$ cat config.mk
export PLATFORM = sky130hd
export DESIGN_NAME = waypoint_min_distance_decimator_top
export DESIGN_NICKNAME = d
export VERILOG_FILES = /design/src/rtl/core/wmdd_pkg.sv /design/src/rtl/core/wmdd_fifo.sv /design/src/rtl/core/wmdd_front.sv /design/src/rtl/core/wmdd_back.sv /design/src/rtl/core/waypoint_min_distance_decimator_top.sv
export SDC_FILE = /design/constraint.sdc
export NUM_CORES = 2
export LEC_CHECK = 0
export BUFFER_PORTS_ARGS = -buffer_cell sky130_fd_sc_hd__buf_2
export CORE_MARGIN = 2
export CORE_UTILIZATION = 66
export DETAILED_ROUTE_END_ITERATION = 10
export GPL_TIMING_DRIVEN = 0
export HOLD_SLACK_MARGIN = 0.12
export MAX_ROUTING_LAYER = met4
export PLACE_DENSITY = 0.86
export REMOVE_ABC_BUFFERS = 1
export SETUP_SLACK_MARGIN = 0.3
export SYNTH_ARGS = -nofsm -noshare
export SYNTH_HDL_FRONTEND = slang
export SYNTH_SLANG_ARGS = --single-unit
$ cat constraint.sdc
create_clock -name i_clk -period 16.6 [get_ports i_clk]
set_input_delay 2.49 -clock i_clk [delete_from_list [all_inputs] [get_ports i_clk]]
set_output_delay 2.49 -clock i_clk [all_outputs]
set_load 0.005 [all_outputs]
$ cat src/rtl/core/wmdd_pkg.sv
`timescale 1ns / 1ps
// ----------------------------------------------------------------------------
// Waypoint decimator package
// Shared types and fixed constants of the waypoint decimator.
// ----------------------------------------------------------------------------
package wmdd_pkg;

    // Width of the minimum spacing register, in Q.8 metres.
    localparam int SPACING_W = 24;

    // Result slots that one waypoint can release, in delivery order.
    localparam int NUM_RES = 3;
    localparam int RES_OLD = 0;   // previously held point, now superseded
    localparam int RES_MID = 1;   // inserted midpoint of a two-point path
    localparam int RES_END = 2;   // held point closing the path

    // Classification the front end attaches to every waypoint.
    typedef struct packed {
        logic first;   // first waypoint of a path
        logic fin;     // last waypoint of a path
    } t_item_flags;

    typedef enum logic [2:0] {
        F_IDLE,
        F_SQX,
        F_SQY,
        F_ROOT,
        F_PUSH
    } t_front_state;

    typedef enum logic [1:0] {
        B_IDLE,
        B_SUM,
        B_DECIDE,
        B_EMIT
    } t_back_state;

endpackage

$ cat src/rtl/core/wmdd_fifo.sv
`timescale 1ns / 1ps
// ----------------------------------------------------------------------------
// Waypoint decimator queue
// Small first-in first-out queue of registers with full and empty flags.
// ----------------------------------------------------------------------------
module wmdd_fifo #(
    parameter int WIDTH = 8,
    parameter int DEPTH = 2
) (
    input  logic             i_clk,
    input  logic             i_rst_n,
    input  logic             i_push,
    input  logic [WIDTH-1:0] i_data,
    output logic             o_full,
    input  logic             i_pop,
    output logic [WIDTH-1:0] o_data,
    output logic             o_empty
);

    localparam int PW = (DEPTH > 1) ? $clog2(DEPTH) : 1;
    localparam int CNT_W = $clog2(DEPTH + 1);

    logic [WIDTH-1:0] r_mem [DEPTH];
    logic [PW-1:0]    r_wr_ptr;
    logic [PW-1:0]    r_rd_ptr;
    logic [CNT_W-1:0] r_count;
    logic             wr_en;
    logic             rd_en;

    assign o_full  = (r_count == CNT_W'(DEPTH));
    assign o_empty = (r_count == '0);
    assign wr_en   = i_push && !o_full;
    assign rd_en   = i_pop && !o_empty;
    assign o_data  = r_mem[r_rd_ptr];

    always_ff @(posedge i_clk) begin
        if (!i_rst_n) begin
            r_wr_ptr <= '0;
            r_rd_ptr <= '0;
            r_count  <= '0;
        end else begin
            if (wr_en) begin
                r_wr_ptr <= (r_wr_ptr == PW'(DEPTH - 1)) ? '0 : r_wr_ptr + PW'(1);
            end
            if (rd_en) begin
                r_rd_ptr <= (r_rd_ptr == PW'(DEPTH - 1)) ? '0 : r_rd_ptr + PW'(1);
            end
            if (wr_en && !rd_en) begin
                r_count <= r_count + CNT_W'(1);
            end else if (rd_en && !wr_en) begin
                r_count <= r_count - CNT_W'(1);
            end
        end
    end

    always_ff @(posedge i_clk) begin
        if (wr_en) begin
            r_mem[r_wr_ptr] <= i_data;
        end
    end

`ifndef SYNTHESIS
    a_count_bound: assert property (@(posedge i_clk) disable iff (!i_rst_n)
        r_count <= CNT_W'(DEPTH))
        else $error("queue fill count exceeds its depth");
`endif

endmodule

$ cat src/rtl/core/wmdd_front.sv
`timescale 1ns / 1ps
// ----------------------------------------------------------------------------
// Waypoint decimator front end
// Accepts waypoints, marks path starts and computes the step distance.
// ----------------------------------------------------------------------------
module wmdd_front #(
    parameter int CW = 24
) (
    input  logic                  i_clk,
    input  logic                  i_rst_n,
    input  logic                  i_push,
    output logic                  o_full,
    input  logic [CW-1:0]         i_pos_x,
    input  logic [CW-1:0]         i_pos_y,
    input  logic                  i_final_point,
    output logic                  o_q_push,
    input  logic                  i_q_full,
    output logic [CW-1:0]         o_q_x,
    output logic [CW-1:0]         o_q_y,
    output logic [CW:0]           o_q_dist,
    output wmdd_pkg::t_item_flags o_q_flags
);

    localparam int RW = 2 * CW + 2;
    localparam int CNT_W = $clog2(CW + 1);

    wmdd_pkg::t_front_state r_state;
    wmdd_pkg::t_front_state n_state;
    logic                   r_in_path;

    logic [CW-1:0]         r_x;
    logic [CW-1:0]         r_y;
    logic [CW-1:0]         r_prev_x;
    logic [CW-1:0]         r_prev_y;
    logic [CW-1:0]         r_dx;
    logic [CW-1:0]         r_dy;
    logic [RW-1:0]         r_rad;
    logic [CW+1:0]         r_rem;
    logic [CW:0]           r_root;
    logic [CNT_W-1:0]      r_cnt;
    wmdd_pkg::t_item_flags r_flags;

    logic            accept;
    logic [CW:0]     diff_x;
    logic [CW:0]     diff_y;
    logic [CW:0]     neg_x;
    logic [CW:0]     neg_y;
    logic [CW-1:0]   abs_x;
    logic [CW-1:0]   abs_y;
    logic [CW-1:0]   mul_a;
    logic [2*CW-1:0] prod;
    logic [CW+3:0]   rem_sh;
    logic [CW+3:0]   trial;
    logic [CW+3:0]   rem_diff;
    logic            root_bit;
    logic [CW+1:0]   step_rem;
    logic [CW:0]     step_root;

    assign accept = i_push && !o_full;

    // Absolute coordinate differences to the previous waypoint.
    always_comb begin
        diff_x = {i_pos_x[CW-1], i_pos_x} - {r_prev_x[CW-1], r_prev_x};
        diff_y = {i_pos_y[CW-1], i_pos_y} - {r_prev_y[CW-1], r_prev_y};
        neg_x  = -diff_x;
        neg_y  = -diff_y;
        abs_x  = diff_x[CW] ? neg_x[CW-1:0] : diff_x[CW-1:0];
        abs_y  = diff_y[CW] ? neg_y[CW-1:0] : diff_y[CW-1:0];
    end

    // One multiplier squares dx, then dy.
    assign mul_a = (r_state == wmdd_pkg::F_SQX) ? r_dx : r_dy;
    assign prod  = mul_a * mul_a;

    // One root bit per cycle, restoring digit-by-digit square root.
    always_comb begin
        rem_sh    = {r_rem, r_rad[RW-1:RW-2]};
        trial     = {1'b0, r_root, 2'b01};
        rem_diff  = rem_sh - trial;
        root_bit  = (rem_sh >= trial);
        step_rem  = root_bit ? rem_diff[CW+1:0] : rem_sh[CW+1:0];
        step_root = {r_root[CW-1:0], root_bit};
    end

    always_comb begin
        n_state = r_state;
        unique case (r_state)
            wmdd_pkg::F_IDLE: begin
                if (i_push) begin
                    n_state = r_in_path ? wmdd_pkg::F_SQX : wmdd_pkg::F_PUSH;
                end
            end
            wmdd_pkg::F_SQX:  n_state = wmdd_pkg::F_SQY;
            wmdd_pkg::F_SQY:  n_state = wmdd_pkg::F_ROOT;
            wmdd_pkg::F_ROOT: begin
                if (r_cnt == '0) begin
                    n_state = wmdd_pkg::F_PUSH;
                end
            end
            wmdd_pkg::F_PUSH: begin
                if (!i_q_full) begin
                    n_state = wmdd_pkg::F_IDLE;
                end
            end
            default: n_state = wmdd_pkg::F_IDLE;
        endcase
    end

    always_comb begin
        o_full   = (r_state != wmdd_pkg::F_IDLE);
        o_q_push = (r_state == wmdd_pkg::F_PUSH);
    end

    assign o_q_x     = r_x;
    assign o_q_y     = r_y;
    assign o_q_dist  = r_root;
    assign o_q_flags = r_flags;

    always_ff @(posedge i_clk) begin
        if (!i_rst_n) begin
            r_state   <= wmdd_pkg::F_IDLE;
            r_in_path <= 1'b0;
        end else begin
            r_state <= n_state;
            if (accept) begin
                r_in_path <= !i_final_point;
            end
        end
    end

    always_ff @(posedge i_clk) begin
        case (r_state)
            wmdd_pkg::F_IDLE: begin
                if (accept) begin
                    r_x           <= i_pos_x;
                    r_y           <= i_pos_y;
                    r_prev_x      <= i_pos_x;
                    r_prev_y      <= i_pos_y;
                    r_dx          <= abs_x;
                    r_dy          <= abs_y;
                    r_root        <= '0;
                    r_flags.first <= !r_in_path;
                    r_flags.fin   <= i_final_point;
                end
            end
            wmdd_pkg::F_SQX: begin
                r_rad <= {2'b00, prod};
            end
            wmdd_pkg::F_SQY: begin
                r_rad  <= r_rad + {2'b00, prod};
                r_rem  <= '0;
                r_root <= '0;
                r_cnt  <= CNT_W'(CW);
            end
            wmdd_pkg::F_ROOT: begin
                r_rad  <= {r_rad[RW-3:0], 2'b00};
                r_rem  <= step_rem;
                r_root <= step_root;
                r_cnt  <= r_cnt - CNT_W'(1);
            end
            default: begin
            end
        endcase
    end

`ifndef SYNTHESIS
    a_root_count: assert property (@(posedge i_clk) disable iff (!i_rst_n)
        (r_state == wmdd_pkg::F_ROOT) |-> (r_cnt <= CNT_W'(CW)))
        else $error("square root step counter out of range");
`endif

endmodule

$ cat src/rtl/core/wmdd_back.sv
`timescale 1ns / 1ps
// ----------------------------------------------------------------------------
// Waypoint decimator back end
// Sums arc lengths, decides which waypoints are kept and releases results.
// ----------------------------------------------------------------------------
module wmdd_back #(
    parameter int CW = 24,
    parameter int LW = 32
) (
    input  logic                          i_clk,
    input  logic                          i_rst_n,
    input  logic [wmdd_pkg::SPACING_W-1:0] i_min_spacing,
    input  logic                          i_q_empty,
    output logic                          o_q_pop,
    input  logic [CW-1:0]                 i_q_x,
    input  logic [CW-1:0]                 i_q_y,
    input  logic [CW:0]                   i_q_dist,
    input  wmdd_pkg::t_item_flags         i_q_flags,
    output logic                          o_res_push,
    input  logic                          i_res_full,
    output logic [CW-1:0]                 o_res_x,
    output logic [CW-1:0]                 o_res_y,
    output logic [LW-1:0]                 o_res_len,
    output logic                          o_res_eop
);

    localparam int SW = ((LW > CW + 1) ? LW : CW + 1) + 1;
    localparam int MW = (LW > wmdd_pkg::SPACING_W) ? LW : wmdd_pkg::SPACING_W;
    localparam int NR = wmdd_pkg::NUM_RES;

    wmdd_pkg::t_back_state r_state;
    wmdd_pkg::t_back_state n_state;
    logic [NR-1:0]         r_pend;
    logic [NR-1:0]         n_pend;
    logic [1:0]            r_kept;

    logic [CW-1:0]         r_x;
    logic [CW-1:0]         r_y;
    logic [CW:0]           r_dist;
    wmdd_pkg::t_item_flags r_flags;
    logic [LW-1:0]         r_since;
    logic [LW-1:0]         r_total;
    logic [CW-1:0]         r_held_x;
    logic [CW-1:0]         r_held_y;
    logic [LW-1:0]         r_held_len;
    logic [CW-1:0]         r_first_x;
    logic [CW-1:0]         r_first_y;
    logic [CW-1:0]         r_old_x;
    logic [CW-1:0]         r_old_y;
    logic [LW-1:0]         r_old_len;

    logic [SW-1:0] since_sum;
    logic [SW-1:0] total_sum;
    logic [LW-1:0] since_sat;
    logic [LW-1:0] total_sat;
    logic          keep;
    logic [1:0]    kept_inc;
    logic [CW:0]   mid_x_sum;
    logic [CW:0]   mid_y_sum;
    logic [NR-1:0] emit_sel;
    logic          emit_done;
    logic          do_pop;

    assign do_pop = (r_state == wmdd_pkg::B_IDLE) && !i_q_empty;

    // Saturating length sums.
    always_comb begin
        since_sum = SW'(r_since) + SW'(r_dist);
        total_sum = SW'(r_total) + SW'(r_dist);
        since_sat = (since_sum[SW-1:LW] != '0) ? '1 : since_sum[LW-1:0];
        total_sat = (total_sum[SW-1:LW] != '0) ? '1 : total_sum[LW-1:0];
    end

    assign keep     = MW'(r_since) > MW'(i_min_spacing);
    assign kept_inc = (r_kept == 2'd3) ? r_kept : r_kept + 2'd1;

    // Results released by the waypoint under decision.
    always_comb begin
        n_pend = '0;
        if (r_flags.first) begin
            n_pend[wmdd_pkg::RES_END] = r_flags.fin;
        end else begin
            n_pend[wmdd_pkg::RES_OLD] = keep;
            n_pend[wmdd_pkg::RES_MID] = r_flags.fin && ((keep ? kept_inc : r_kept) == 2'd2);
            n_pend[wmdd_pkg::RES_END] = r_flags.fin;
        end
    end

    // The oldest pending result goes first.
    always_comb begin
        emit_sel = '0;
        if (r_pend[wmdd_pkg::RES_OLD]) begin
            emit_sel[wmdd_pkg::RES_OLD] = 1'b1;
        end else if (r_pend[wmdd_pkg::RES_MID]) begin
            emit_sel[wmdd_pkg::RES_MID] = 1'b1;
        end else begin
            emit_sel[wmdd_pkg::RES_END] = r_pend[wmdd_pkg::RES_END];
        end
        emit_done = !i_res_full && ((r_pend & ~emit_sel) == '0);
    end

    // Midpoint of the first and the held point, rounded toward minus infinity.
    always_comb begin
        mid_x_sum = {r_first_x[CW-1], r_first_x} + {r_held_x[CW-1], r_held_x};
        mid_y_sum = {r_first_y[CW-1], r_first_y} + {r_held_y[CW-1], r_held_y};
    end

    always_comb begin
        n_state = r_state;
        unique case (r_state)
            wmdd_pkg::B_IDLE: begin
                if (!i_q_empty) begin
                    n_state = wmdd_pkg::B_SUM;
                end
            end
            wmdd_pkg::B_SUM:    n_state = wmdd_pkg::B_DECIDE;
            wmdd_pkg::B_DECIDE: begin
                n_state = (n_pend != '0) ? wmdd_pkg::B_EMIT : wmdd_pkg::B_IDLE;
            end
            wmdd_pkg::B_EMIT: begin
                if (emit_done) begin
                    n_state = wmdd_pkg::B_IDLE;
                end
            end
            default: n_state = wmdd_pkg::B_IDLE;
        endcase
    end

    always_comb begin
        o_q_pop    = do_pop;
        o_res_push = (r_state == wmdd_pkg::B_EMIT);
        if (emit_sel[wmdd_pkg::RES_OLD]) begin
            o_res_x   = r_old_x;
            o_res_y   = r_old_y;
            o_res_len = r_old_len;
            o_res_eop = 1'b0;
        end else if (emit_sel[wmdd_pkg::RES_MID]) begin
            o_res_x   = mid_x_sum[CW:1];
            o_res_y   = mid_y_sum[CW:1];
            o_res_len = {1'b0, r_held_len[LW-1:1]};
            o_res_eop = 1'b0;
        end else begin
            o_res_x   = r_held_x;
            o_res_y   = r_held_y;
            o_res_len = r_held_len;
            o_res_eop = 1'b1;
        end
    end

    always_ff @(posedge i_clk) begin
        if (!i_rst_n) begin
            r_state <= wmdd_pkg::B_IDLE;
            r_pend  <= '0;
            r_kept  <= '0;
        end else begin
            r_state <= n_state;
            if (r_state == wmdd_pkg::B_DECIDE) begin
                r_pend <= n_pend;
                if (r_flags.fin) begin
                    r_kept <= '0;
                end else if (r_flags.first) begin
                    r_kept <= 2'd1;
                end else if (keep) begin
                    r_kept <= kept_inc;
                end
            end else if ((r_state == wmdd_pkg::B_EMIT) && !i_res_full) begin
                r_pend <= r_pend & ~emit_sel;
            end
        end
    end

    always_ff @(posedge i_clk) begin
        if (do_pop) begin
            r_x     <= i_q_x;
            r_y     <= i_q_y;
            r_dist  <= i_q_dist;
            r_flags <= i_q_flags;
        end
        if ((r_state == wmdd_pkg::B_SUM) && !r_flags.first) begin
            r_since <= since_sat;
            r_total <= total_sat;
        end
        if (r_state == wmdd_pkg::B_DECIDE) begin
            if (r_flags.first) begin
                r_first_x  <= r_x;
                r_first_y  <= r_y;
                r_held_x   <= r_x;
                r_held_y   <= r_y;
                r_held_len <= '0;
                r_since    <= '0;
                r_total    <= '0;
            end else if (keep) begin
                r_old_x    <= r_held_x;
                r_old_y    <= r_held_y;
                r_old_len  <= r_held_len;
                r_held_x   <= r_x;
                r_held_y   <= r_y;
                r_held_len <= r_total;
                r_since    <= '0;
            end
        end
    end

`ifndef SYNTHESIS
    a_idle_nothing_pending: assert property (@(posedge i_clk) disable iff (!i_rst_n)
        (r_state == wmdd_pkg::B_IDLE) |-> (r_pend == '0))
        else $error("results pending while the back end is idle");

    a_mid_before_end: assert property (@(posedge i_clk) disable iff (!i_rst_n)
        r_pend[wmdd_pkg::RES_MID] |-> r_pend[wmdd_pkg::RES_END])
        else $error("midpoint pending without a closing point");
`endif

endmodule

$ cat src/rtl/core/waypoint_min_distance_decimator_top.sv
`timescale 1ns / 1ps
// ----------------------------------------------------------------------------
// Waypoint decimator by arc length
// Thins a waypoint stream so kept points lie more than a minimum path length
// apart, and reports the cumulative arc length of every point sent.
// ----------------------------------------------------------------------------
// Usage:
// Waypoints enter through a queue-style port: a request is taken on a rising
// edge with push high and full low. Results leave the same way: the oldest
// result sits on the o_out_* ports while empty is low and is taken on an edge
// with pop high. The minimum spacing register is written over its own
// valid/ready channel, which is always ready; write it only while idle.
// After a path's first request full stays high until the request has been
// written to the middle queue. After every later request full also stays
// high while the square-root unit, which produces one distance bit per
// cycle, computes the step distance, so a new request is not taken before
// the distance of the last one is done. The back end sums, decides and
// releases results for a waypoint while the front end works on the next.
// A kept point leaves only when the next point is kept or the path ends, so
// results lag by one kept point. Reset clears the queues, the path state and
// the spacing register; no clearing pass is needed. When the receiver stops
// popping, the output queue fills, the back end waits, the middle queue
// fills and full rises; no request is ever lost.
// ----------------------------------------------------------------------------
module waypoint_min_distance_decimator_top #(
    parameter int COORD_WIDTH  = 24,
    parameter int LENGTH_WIDTH = 32
) (
    input  logic                            i_clk,
    input  logic                            i_rst_n,
    // Configuration write channel.
    input  logic                            i_cfg_valid,
    output logic                            o_cfg_ready,
    input  logic [wmdd_pkg::SPACING_W-1:0]  i_min_spacing,
    // Waypoint requests.
    input  logic                            push,
    output logic                            full,
    input  logic signed [COORD_WIDTH-1:0]   i_pos_x,
    input  logic signed [COORD_WIDTH-1:0]   i_pos_y,
    input  logic                            i_final_point,
    // Results.
    output logic                            empty,
    input  logic                            pop,
    output logic signed [COORD_WIDTH-1:0]   o_out_x,
    output logic signed [COORD_WIDTH-1:0]   o_out_y,
    output logic [LENGTH_WIDTH-1:0]         o_arc_length,
    output logic                            o_end_of_path
);

    localparam int CW = COORD_WIDTH;
    localparam int LW = LENGTH_WIDTH;
    // Middle queue record: x, y, step distance and the two flags.
    localparam int MID_W = 2 * CW + (CW + 1) + $bits(wmdd_pkg::t_item_flags);
    localparam int MID_DEPTH = 2;
    // Result record: x, y, arc length and end-of-path.
    localparam int RES_W = 2 * CW + LW + 1;
    localparam int RES_DEPTH = 4;

    logic [wmdd_pkg::SPACING_W-1:0] r_min_spacing;

    // Front end to middle queue.
    logic                  f_push;
    logic                  mid_full;
    logic [CW-1:0]         f_x;
    logic [CW-1:0]         f_y;
    logic [CW:0]           f_dist;
    wmdd_pkg::t_item_flags f_flags;
    logic [MID_W-1:0]      mid_wr_data;

    // Middle queue to back end.
    logic                  mid_empty;
    logic                  b_pop;
    logic [MID_W-1:0]      mid_rd_data;
    logic [CW-1:0]         b_x;
    logic [CW-1:0]         b_y;
    logic [CW:0]           b_dist;
    wmdd_pkg::t_item_flags b_flags;

    // Back end to result queue.
    logic                  res_push;
    logic                  res_full;
    logic [CW-1:0]         res_x;
    logic [CW-1:0]         res_y;
    logic [LW-1:0]         res_len;
    logic                  res_eop;
    logic [RES_W-1:0]      res_wr_data;
    logic [RES_W-1:0]      res_rd_data;

    // The spacing register accepts a write in every cycle.
    assign o_cfg_ready = 1'b1;

    always_ff @(posedge i_clk) begin
        if (!i_rst_n) begin
            r_min_spacing <= '0;
        end else if (i_cfg_valid && o_cfg_ready) begin
            r_min_spacing <= i_min_spacing;
        end
    end

    // Front end: takes requests, tracks the path start and computes the
    // integer distance to the previous waypoint.
    wmdd_front #(
        .CW (CW)
    ) u_front (
        .i_clk         (i_clk),
        .i_rst_n       (i_rst_n),
        .i_push        (push),
        .o_full        (full),
        .i_pos_x       (i_pos_x),
        .i_pos_y       (i_pos_y),
        .i_final_point (i_final_point),
        .o_q_push      (f_push),
        .i_q_full      (mid_full),
        .o_q_x         (f_x),
        .o_q_y         (f_y),
        .o_q_dist      (f_dist),
        .o_q_flags     (f_flags)
    );

    assign mid_wr_data = {f_x, f_y, f_dist, f_flags};

    // Short queue so the distance unit can start on the next waypoint while
    // the back end is still releasing results.
    wmdd_fifo #(
        .WIDTH (MID_W),
        .DEPTH (MID_DEPTH)
    ) u_mid_q (
        .i_clk   (i_clk),
        .i_rst_n (i_rst_n),
        .i_push  (f_push),
        .i_data  (mid_wr_data),
        .o_full  (mid_full),
        .i_pop   (b_pop),
        .o_data  (mid_rd_data),
        .o_empty (mid_empty)
    );

    assign {b_x, b_y, b_dist, b_flags} = mid_rd_data;

    // Back end: length sums, keep decision, midpoint insertion.
    wmdd_back #(
        .CW (CW),
        .LW (LW)
    ) u_back (
        .i_clk         (i_clk),
        .i_rst_n       (i_rst_n),
        .i_min_spacing (r_min_spacing),
        .i_q_empty     (mid_empty),
        .o_q_pop       (b_pop),
        .i_q_x         (b_x),
        .i_q_y         (b_y),
        .i_q_dist      (b_dist),
        .i_q_flags     (b_flags),
        .o_res_push    (res_push),
        .i_res_full    (res_full),
        .o_res_x       (res_x),
        .o_res_y       (res_y),
        .o_res_len     (res_len),
        .o_res_eop     (res_eop)
    );

    assign res_wr_data = {res_x, res_y, res_len, res_eop};

    // Result queue; its head drives the output ports.
    wmdd_fifo #(
        .WIDTH (RES_W),
        .DEPTH (RES_DEPTH)
    ) u_res_q (
        .i_clk   (i_clk),
        .i_rst_n (i_rst_n),
        .i_push  (res_push),
        .i_data  (res_wr_data),
        .o_full  (res_full),
        .i_pop   (pop),
        .o_data  (res_rd_data),
        .o_empty (empty)
    );

    assign {o_out_x, o_out_y, o_arc_length, o_end_of_path} = res_rd_data;

`ifndef SYNTHESIS
    a_res_push_has_room: assert property (@(posedge i_clk) disable iff (!i_rst_n)
        (res_push && res_full) |=> (res_push && $stable(res_wr_data)))
        else $error("result dropped while the result queue was full");
`endif

endmodule
# Yosys cells after proc, flatten, opt, wreduce, memory -nomap -nowiden
# Memory sizes are Yosys's and may differ from the RTL's. A register that Yosys moved wholly into a read port is not among the register bits.
# Index checks and enable logic that the tools add are counted.
totals:
  ff_bits: 522
  mem_bits_rw: 474
  inputBits: 78
  output_inout_bits: 84
  elab_cells: 191
  memories: 2
op_classes:
  add_sub_neg: 20
  n_mul: 1
  n_lt_le_gt_ge: 2
  eq_ne: 19
  n_mux: 65
  bitwise: 3
  reduce_logical: 47
mem_list:
  columns: ["name", "words", "width", "read_ports", "rd_ports_with_merged_regs", "wr", "line_no", "rtl"]
  rows:
  - ["u_res_q.r_mem", 4, 81, 1, 1, 1, "wmdd_fifo.sv:23", "logic [WIDTH-1:0] r_mem [DEPTH];"]
  - ["u_mid_q.r_mem", 2, 75, 1, 1, 1, "wmdd_fifo.sv:23", null]
ops:
  columns: ["operator", "n"]
  rows:
  - ["32-bit two-way mux", 12]
  - ["24-bit two-way mux", 11]
  - ["50-bit one-hot mux with 3 select lines", 1]
  - ["25-bit one-hot mux with 3 select lines", 1]
  - ["32-bit by 25-bit adder with 33-bit output", 2]
  - ["26-bit one-hot mux with 2 select lines", 1]
  - ["24-bit by 24-bit adder with 25-bit output", 2]
  - ["50-bit by 48-bit adder with 50-bit output", 1]
  - ["24-bit by 24-bit subtractor with 25-bit output", 2]
  - ["24-bit by 24-bit multiplier with 48-bit output", 1]
  - ["24-bit negator", 2]
  - ["32-bit by 24-bit greater-than comparator with 1-bit output", 1]
  - ["2-bit two-way mux", 15]
  - ["28-bit by 27-bit >= comparator with 1-bit output", 1]
  - ["26-bit two-way mux", 1]
  - ["26-bit subtractor", 1]
  - ["25-bit two-way mux", 1]
  - ["3-bit two-way mux", 8]
  - ["3-bit one-hot mux with 5 select lines", 1]
  - ["2-bit == test, second input constant", 7]
  - ["1-bit logical AND", 13]
  - ["1-bit zero test", 12]
  - ["3-bit nonzero test", 4]
  - ["1-bit two-way mux", 11]
  - ["23 further kinds", 45]

# Depth between registers and ports, before layout
logic_depth:
  depth_word: 9
  depth_mapped: 45
  mapped_depth_nobuf: 42

# Modules after synthesis
# Synthesis repeated with hierarchy kept, for this count alone.
unflattened:
  cells_unflattened: 5848
  hier_area_um2: 68563.3
by_module_without_submodules:
  columns: ["mod", "n_inst", "cells_each", "area_each_um2", "seq_area_each_um2"]
  rows:
  - ["wmdd_front", 1, 3438, 31425.1, 6206.0]
  - ["wmdd_back", 1, 1599, 18296.3, 9919.5]
  - ["wmdd_fifo at u_res_q", 1, 474, 12244.2, 9909.5]
  - ["wmdd_fifo at u_mid_q", 1, 258, 5656.7, 4604.4]
  - ["waypoint_min_distance_decimator_top", 1, 79, 940.9, 480.5]

# Worst setup path before layout
# OpenSTA, ideal clock, no wires.
synth_timing:
  path_kind: "reg-to-reg"
  startpoint: "register u_front.r_state[2]"
  endpoint: "register u_front.r_rad[49], data pin"
  setup_ns: 0.269
  arrival_ns: 10.122
  required_time_ns: 16.331
  slack_ns: 6.209
  path_stages_with_launch: 43
  path_buffers: 5
  period_less_slack_ns: 10.391
  path_cell_list: "dfxtp_1 > clkbuf_1 > nor3_1 > clkbuf_1 > buf_1 > mux2_2 > inv_1 > buf_1 > nor2_1 > fa_1 > fa_1 > inv_1 > fa_1 > fa_1 > inv_1 > fa_1 > fa_1 > inv_1 > (+7 left out) > o31ai_1 > a211o_1 > a311oi_1 > nor2_1 > a31oi_1 > xnor2_1 > ha_1 > clkbuf_1 > a21o_1 > a21o_1 > a21o_1 > a21o_1 > a21o_1 > a21oi_1 > nor2b_1 > o31ai_1 > xnor2_1 > a21oi_1"
synth_via:
  elab_chain_len: 5
  elab_cells_between_ends: 7
  classes_between: "add/sub (1); mul (1); eq/ne (3); mux (2)"
synth_lines:
  columns: ["item", "line_no", "rtl"]
  rows:
  - ["start, declared", "wmdd_front.sv:27", "wmdd_pkg::t_front_state r_state;"]
  - ["start signal, assigned", "wmdd_front.sv:121", "r_state <= wmdd_pkg::F_IDLE;"]
  - ["start signal, assigned", "wmdd_front.sv:124", "r_state <= n_state;"]
  - ["3-bit by 1-bit == test with 1-bit output", "wmdd_front.sv:72, wmdd_front.sv:132", null]
  - ["24-bit two-way mux", "wmdd_front.sv:72", "assign mul_a = (r_state == wmdd_pkg::F_SQX) ? r_dx : r_dy;"]
  - ["24-bit by 24-bit multiplier with 48-bit output", "wmdd_front.sv:73", "assign prod = mul_a * mul_a;"]
  - ["50-bit by 48-bit adder with 50-bit output", "wmdd_front.sv:150", "r_rad <= r_rad + {2'b00, prod};"]
  - ["50-bit one-hot mux with 3 select lines *", "wmdd_front.sv:132", "case (r_state)"]
  - ["end signal, assigned", "wmdd_front.sv:147", "r_rad <= {2'b00, prod};"]
  - ["end signal, assigned", "wmdd_front.sv:150", null]
  - ["end signal, assigned", "wmdd_front.sv:156", "r_rad <= {r_rad[RW-3:0], 2'b00};"]
  - ["end, declared", "wmdd_front.sv:37", "logic [RW-1:0] r_rad;"]
# Every way passes the cells marked *; elsewhere a longest branch is shown, timed or not.
# A chain may end at the register's enable or synchronous reset.

# Worst setup path in the final report
layout_timing:
  startpoint: "register u_front.r_state[0]"
  endpoint: "register u_front.r_rad[46], data pin"
# Same word-level chain as after synthesis.

==> results_dict.tcl <==
set metrics [dict create \
    cts.repair.resized 0 \
    critPathArrivalTime_ns 13.59 \
    first_pass_iters 6 \
    crit_path_max_incr_delay_ns 0.88 \
    wl_met3_mm 13.6 \
    cts_tree "done" \
    top_layer "met4" \
    area_delta_synth_final_pct 9.33 \
    critPathMaxFanout 23 \
    yosys_warnings 0 \
    yosys.area_share.adder_pct 20.5 \
    drc 0 \
    wl_per_cell_um 21.7 \
    yosysUniqueCellTypes 88 \
    yosys.area_share.simple_pct 8.63 \
    row_count 117 \
    core-area_um2 102000 \
    numCtsBuffers 105 \
    crit_required_ns 17.05 \
    cp-start-kind "flip-flop" \
    syn-cell-area_um2 67600 \
    finalNetCount 6844 \
    hp-class "flip-flop to flip-flop" \
    ant_nets 0 \
    synthXorXnorAreaFrac_pct 3.59 \
    yosysTopAreaCell "edfxtp_1" \
    die_area_um2 105000 \
    dp_cells 7175 \
    synth-compound-area-share_pct 9.98 \
    synth_top_family_by_area "adder cells" \
    antenna_found_initial 21 \
    grt_pass1_vias 46899 \
    synth_edf_count 961 \
    cts.clk_slew.worst_paths_ns 0.07 \
    clockBufferDepth 3 \
    ys_seq_area_share_pct 46.0 \
    num_io_pins 162 \
    hpwl_mm 111 \
    grt_setup_unrepaired "no" \
    hold_violations 0 \
    critPathCaptureType "flip-flop" \
    worst_slew_pin_slew_ns 1.34 \
    met2_length_mm 81.0 \
    synth_top_area_share_pct 42.7 \
    post-place-ws_ns 3.85 \
    slowest_stage "mux2i_2" \
    post_cts_buffers 0 \
    clk_latency_ns 0.70 \
    final-instance-count-excl-fill 7385 \
    drt_iter0_markers 4554 \
    grt_first_pass_wirelength_mm 252 \
    outcome "finished clean" \
    synth.most_common_cell "edfxtp_1" \
    drive_gt1_share_pct 10.7 \
    htreeDepth 3 \
    period_needed_ns 13.14 \
    netlist_top_cells_area "edfxtp_1 (43%), fa_1 (13%), ha_1 (7.8%), inv_1 (4.3%), dfxtp_1 (3.3%)" \
    grtUsageTotal_pct 31.7 \
    synthTopCellsByCount "edfxtp_1 (961), inv_1 (768), fa_1 (429), nor2_1 (425)" \
    fp.dieH_um 324 \
    synth_area_per_cell_um2 11.7 \
    fmax_mhz 76.1 \
    synth_seq_cells 1073 \
    met1_length_mm 59.9 \
    grt_max_degree 105 \
    portBuffers 160 \
    die_x_um 324 \
    async_flop_share_pct 0 \
    ctsHoldBuffers 0 \
    maxCapViolations 0 \
    worstSetupPathType "flip-flop to flip-flop" \
    route.vias.total 45868 \
    slew_viol_final 0 \
    synthCells 5798 \
    synth_ff_type "edfxtp_1" \
    setup_ws_ns 3.46 \
    routed_wl_mm 160 \
    cts_sinks 1073 \
    overflow 0 \
    viasPerCell 6.21 \
    initial_core_util_pct 66.4 \
    skew_ns 0.0531 \
    slew_headroom_pct 7.89 \
    setup_viol 0 \
    final.period_utilization_pct 79.1 \
    ctsRootBufferMaster "clkbuf_16" \
    synthMuxAreaShare_pct 5.90 \
    gp_congestion 0.945 \
]
==> path summary, 6_finish.rpt <==
kind / from / endpoint / slack (ns) / cells past startpoint
worst min-delay path: u_back.r_y[14] / u_back.r_first_y[14] / 0.45 / 0
worst min register to register: u_back.r_y[14] / u_back.r_first_y[14] / 0.45 / 0
worst max register to register: u_front.r_state[0] / u_front.r_rad[46] / 3.46 / 37
worst max-delay path: u_front.r_state[0] / u_front.r_rad[46] / 3.46 / 37
==> metal layers <==
layer,track usage (%),vias to the layer above
met1,38.9,22582
li1,-,20581
met4,11.3,0
met5,-,-
met3,5.37,435
met2,53.2,2270
==> logic make-up after synthesis <==
| logic type | count (synthesis) |
|---|---|
| compound gates | 1060 |
| mux | 285 |
| xor+xnor | 277 |
| buf+inv | 965 |
| flops | 1073 |
| other cells | 1 |
| fa+ha+maj | 852 |
| simple gates | 1285 |
==> through the flow <==
stage	TNS (ns)	hold slack, ns	util (%)	instance area (um^2)
after detailed placement	0	0.429	69.2	70400
after global routing	0	0.460	72.6	73900
final	0	0.446	72.6	73900
after floorplan	0	0.421	-	66900
after CTS	0	0.444	72.6	73800
after global placement	-58.71	0.424	68.2	69400
==> critical path: cells and delay by family (launching register included) <==
kind	cells	cell delay, ns
AOI/OAI and AO/OA	7	2.49
DFF	1	0.66
buffers and inverters	10	2.23
adders and majority gates	9	4.33
and+or+nand+nor	8	1.84
muxes	1	0.88
xor gates and xnor gates	2	0.39
==> cell type report <==
cell class,instances,area [um^2]
fill,6249,27800
multi-input combinational,3760,33000
antenna,17,42.5
inverter,771,2900
clock buffer,128,2760
clock inverter,64,704
timing repair buffer,204,1670
tap,1368,1710
sequential,1073,31100
==> registers in the layout, summed over array words and instances (netlist names), 25 cells and up, named ones only <==
| register | count |
|---|---|
| u_back.r_dist | 25 |
| u_front.r_rem | 26 |
| u_res_q.r_mem | 324 |
| u_back.r_total | 32 |
| u_back.r_old_len | 32 |
| u_back.r_held_len | 32 |
| u_back.r_since | 32 |
| u_front.r_rad | 50 |
| u_front.o_q_dist | 25 |
| u_mid_q.r_mem | 150 |
==> layout by cell type, fill, tap and decap left out, types with 17 or more instances in the layout <==
cell type / instances
diode_2: 17
o21ai_0: 275
xnor2_1: 189
nor3_1: 59
o21bai_1: 36
mux4_2: 81
inv_1: 764
clkinv_2: 18
nor2_1: 417
o211ai_1: 28
o21a_1: 34
buf_2: 160
dfxtp_1: 106
edfxtp_1: 961
a211oi_1: 34
mux2i_1: 98
o221a_2: 28
or3_1: 26
nand3_1: 80
mux2_2: 96
xor2_1: 88
a21o_1: 130
a21oi_1: 292
ha_1: 422
nand2b_1: 39
clkbuf_16: 105
nand2_1: 422
a31oi_1: 56
nand4_1: 44
fa_1: 429
clkbuf_1: 18
and3_1: 40
nor2b_1: 79
Power is not shown: default switching activity piles up to over one toggle a cycle in this logic, so the estimate is an artifact.
